$ cat config.mk
export PLATFORM = sky130hd
export DESIGN_NAME = vfc_ram
export DESIGN_NICKNAME = d
export VERILOG_FILES = /design/src/rtl/core/vfc_ram.sv
export SDC_FILE = /design/constraint.sdc
export NUM_CORES = 1
export LEC_CHECK = 0
export ABC_AREA = 0
export ABC_CLOCK_PERIOD_IN_PS = 2900
export BUFFER_PORTS_ARGS = -buffer_cell sky130_fd_sc_hd__buf_4
export CAP_MARGIN = 30
export CORE_MARGIN = 3
export CORE_UTILIZATION = 50
export CTS_BUF_LIST = sky130_fd_sc_hd__clkbuf_8
export DETAILED_ROUTE_END_ITERATION = 10
export GPL_TIMING_DRIVEN = 0
export PLACE_DENSITY = 0.66
export SLEW_MARGIN = 20
export SYNTH_ARGS = -nofsm -noshare
export SYNTH_HDL_FRONTEND = slang
export SYNTH_SLANG_ARGS = --single-unit
$ cat constraint.sdc
create_clock -name i_clk -period 2.9 [get_ports i_clk]
set_clock_uncertainty 0.1 [all_clocks]
set_input_delay 0.58 -clock i_clk [delete_from_list [all_inputs] [get_ports i_clk]]
set_output_delay 0.58 -clock i_clk [all_outputs]
set_load 0.01 [all_outputs]
$ cat src/rtl/core/vfc_ram.sv
// Generic single-write, single-read RAM with registered read data.
// No dependencies.
`default_nettype none

module vfc_ram #(
    parameter int DATA_W = 1,
    parameter int DEPTH  = 256,
    parameter int ADDR_W = $clog2(DEPTH)
) (
    input  wire logic              i_clk,
    input  wire logic              i_we,
    input  wire logic [ADDR_W-1:0] i_waddr,
    input  wire logic [DATA_W-1:0] i_wdata,
    input  wire logic [ADDR_W-1:0] i_raddr,
    output logic      [DATA_W-1:0] o_rdata
);

    logic [DATA_W-1:0] r_mem [DEPTH];

    always_ff @(posedge i_clk) begin
        if (i_we) begin
            r_mem[i_waddr] <= i_wdata;
        end
        o_rdata <= r_mem[i_raddr];
    end

endmodule

`default_nettype wire
# Word-level counts from Yosys, hierarchy flattened

Memories as Yosys holds them, arrays and structs flattened. A register that Yosys moved wholly into a read port is not among the register bits.
Cells that the tools add are included.
W data, S select, Z words.

Memory bits (writable): 256
Output and inout bits: 1
Memories kept: 1
Register bits: 0

Memories:

| name  | depth | bits a word | rd ports | clocked after memory_dff | write ports | RTL line | source |
|---|---|---|---|---|---|---|---|
| r_mem | 256   | 1           | 1        | 1                        | 1           | 18       | `logic [DATA_W-1:0] r_mem [DEPTH];` |

Multiplexer cells: 2

Operator list:

| operator | count |
|---|---|
| $mux W1  | 2 |

# Logic depth before layout (Yosys ltp)

Depth in word-level cells: 2
Depth in mapped cells: 10

# Worst setup path before layout

OpenSTA, ideal clock, no wires.

Path kind: input -> register
Start point: in i_raddr[0]
End point: reg o_rdata (read register of r_mem)
Stages: 8
Path slack: 445 ps
Arrival: 2,226 ps
Required time: 2,671 ps
Library setup time: 129 ps
Cell sequence: buf_6 buf_6 mux4_2 mux4_2 mux2i_1 o22ai_1 a21oi_1 a22oi_1

RTL lines:

| element         | RTL line | source |
|---|---|---|
| start, declared | 14       | `input wire logic [ADDR_W-1:0] i_raddr,` |
| end, declared   | 15       | `output logic [DATA_W-1:0] o_rdata` |

==> flow_metrics.py <==
metrics = {
    "outcome": {
        "status": "finished, final reports clean",
    },
    "floorplanning": {
        "die_h_um": 155.2,
        "die_w_um": 155.2,
        "rows": 53,
        "core_um2": 21420,
        "initial_utilization_pct": 51.95,
        "dieArea_um2": 24080,
        "ios": 20,
    },
    "detailed_routing": {
        "vias": 6856,
        "drtPass1Iterations": 5,
        "drtAntennaViolNets": 0,
        "wire_per_inst_um": 22.91,
        "drt_iter0_drc": 862,
        "drt-vias-per-instance": 5.962,
        "drc_errors": 0,
        "drt_wl_total_um": 26350,
    },
    "sta": {
        "fin_crit_sh_pct": 96.13,
        "fmax_mhz": 358.7,
        "hold_violations": 0,
        "tightest_slew_ps": 868.6,
        "drv_slew": 0,
        "finalCriticalPeriod_ps": 2788,
        "setup_viol": 0,
        "relSlewSlack_pct": 42.09,
        "rsz0062_at_grt": "no",
        "timing.hold.ws_ps": 365.4,
    },
    "run": {
        "cap_violations": 0,
    },
    "cts": {
        "cts-resized-gates": 0,
        "clk_latency_ps": 550,
        "cts.path.max_buffers": 3,
        "holdBufCountCts": 0,
        "cts_tree": "done",
        "clkTransAtPathRegs_ps": 60,
        "cts_root_buf": "clkbuf_8",
        "cts_max_level": 2,
        "cts_made_buffers": 42,
        "post_cts_buffers": 0,
        "cts_num_sinks": 257,
    },
    "pwr": {
        "power.density_nw_per_um2": 592.5,
        "power_mw": 7.321,
        "ir_drop_mv": 0.3195,
        "power.leakage_nw": 3.854,
    },
    "synthesis": {
        "synth_cell_type_count": 35,
        "synth_top_area_cell": "edfxtp_1",
        "ys_ff_latch": 257,
        "yosys_warnings": 0,
        "synth_cells": 788,
        "synth_top_area_share_pct": 69.08,
        "async_reset_ff_share_pct": 0,
        "synth_area_um2": 11130,
        "yosysSeqAreaShare_pct": 69.26,
        "ys_top_cells_by_area": "edfxtp_1, nor2_1, mux4_2",
        "synth-main-ff-cell": "edfxtp_1",
        "synth-edff-count": 256,
        "avgSynthCellArea_um2": 14.12,
        "syn-num-nets": 807,
    },
    "critical_path": {
        "critPathLaunchType": "input pin",
        "critPathRequiredTime_ps": 3260,
        "crit_fanout": 10,
        "end_kind": "flop",
        "crit_arrival_ps": 3140,
        "crit_type": "input pin to flop",
    },
    "global_route": {
        "grt_overflow": 0,
        "grt.total_usage_pct": 22.25,
        "grt_pass1_wl_um": 39880,
        "grt_max_degree": 160,
        "grt_pass1_vias": 6874,
        "antenna_found_initial": 0,
    },
    "place": {
        "portBuffers": 17,
        "place_area_um2": 11630,
        "place_inst": 1081,
        "gp_congestion": 0.8439,
        "dpl.hpwl_um": 17390,
    },
    "cells_and_area": {
        "final_layout_size_suffix_gt1_share_pct": 14.06,
        "fill_cells": 1703,
        "final_area_um2": 12360,
        "area_growth_syn_to_layout_pct": 11.04,
        "fin_nets": 869,
        "num_antenna_cells": 0,
        "instances_no_fill": 1150,
    },
    "worst_hold_path": {
        "hold_path_class": "input pin to flop",
    },
}
## Yosys cell counts, drive strengths merged, types with 6 or more instances
library cell and instances:
mux4 42, nand3 12, nand2 23, nor2b 9, clkbuf 39, o22ai 23
a22oi 8, mux2i 51, nor2 268, buf 17, a22o 6, edfxtp 256
## path summary, 6_finish.rpt
check,from,to,slack [ps],depth (start not counted)
worst min-delay path,i_raddr[7],o_rdata,370,3
worst max register to register,r_mem[223],o_rdata,630,6
worst max-delay path,i_raddr[0],o_rdata,110,8
worst min register to register,r_mem[183],o_rdata,930,6
## registers in the layout, summed over array words and instances, names as in the netlist
register and flops:
o_rdata 1, r_mem 256
## per-stage QoR
| stage | setup WS [ps] | TNS [ps] | util (%) |
|---|---|---|---|
| 5_1_grt | 25.54 | 0 | 57.69 |
| 3_5_place_dp | -528.8 | -528.8 | 54.32 |
| 2_1_floorplan | 445.2 | 0 | - |
| 3_3_place_gp | -570.2 | -570.2 | 54.16 |
| 6_report | 112.2 | 0 | 57.69 |
| 4_1_cts | 47.92 | 0 | 57.68 |
## metal layers
layer | track usage [%] | wire, µm
met1 | 30.87 | 10610
met2 | 35.64 | 12720
met3 | 4.757 | 2313
met4 | 7.295 | 707
met5 | 0 | 0
## power by group
| part | internal (mW) | leakage [nW] | switching (mW) |
|---|---|---|---|
| clock | 1.45 | 0.416 | 1.34 |
| sequential | 4.10 | 2.31 | 0.00238 |
| combinational | 0.154 | 1.13 | 0.280 |
| total | 5.70 | 3.85 | 1.62 |
## layout by cell type (no fill, tap or decap), types with 2 or more instances in the layout
cell type  count
buf_2          6
clkbuf_8      43
clkinv_1       9
a21oi_1        2
o22ai_1       23
a22oi_1        8
buf_6          5
o21ai_0        2
a31oi_1        3
a311oi_1       2
nand2_1       23
nor3_1         3
edfxtp_1     256
a22o_1         6
inv_1         15
clkbuf_1      39
mux2i_1       51
nor2b_1        9
nand3b_1       3
buf_4         21
nor4_1         5
nor2_1       268
mux4_2        42
nand3_1       12
## area by class of cell
type	count	area, µm²	share of cell area [%]
Multi-Input combinational cell	474	3144	25.45
Sequential cell	257	7707	62.37
Tap cell	275	344.1	2.785
Timing Repair Buffer	18	162.7	1.316
Clock inverter	26	128.9	1.043
Clock buffer	43	591.8	4.789
Inverter	1	3.754	0.03038
Buffer	56	274.0	2.217
## critical path, cell delays in order
cell       delay [ps]
buf_6             120
buf_6             170
buf_4             230
nor2_1            600
a22oi_1           330
a2111oi_1         720
a311oi_1          130
a22oi_1           250
## logic make-up (layout without fill, tap and decap cells)
family,count (synthesis),count (layout),synth area share [%]
multiplexers,94,94,13.19
AO/OA/AOI/OAI,50,50,3.115
flip-flops,257,257,69.26
AND/OR/NAND/NOR,330,330,11.94
buffers and inverters,57,144,2.496
No activity file was read; power rests on OpenSTA's default activity.
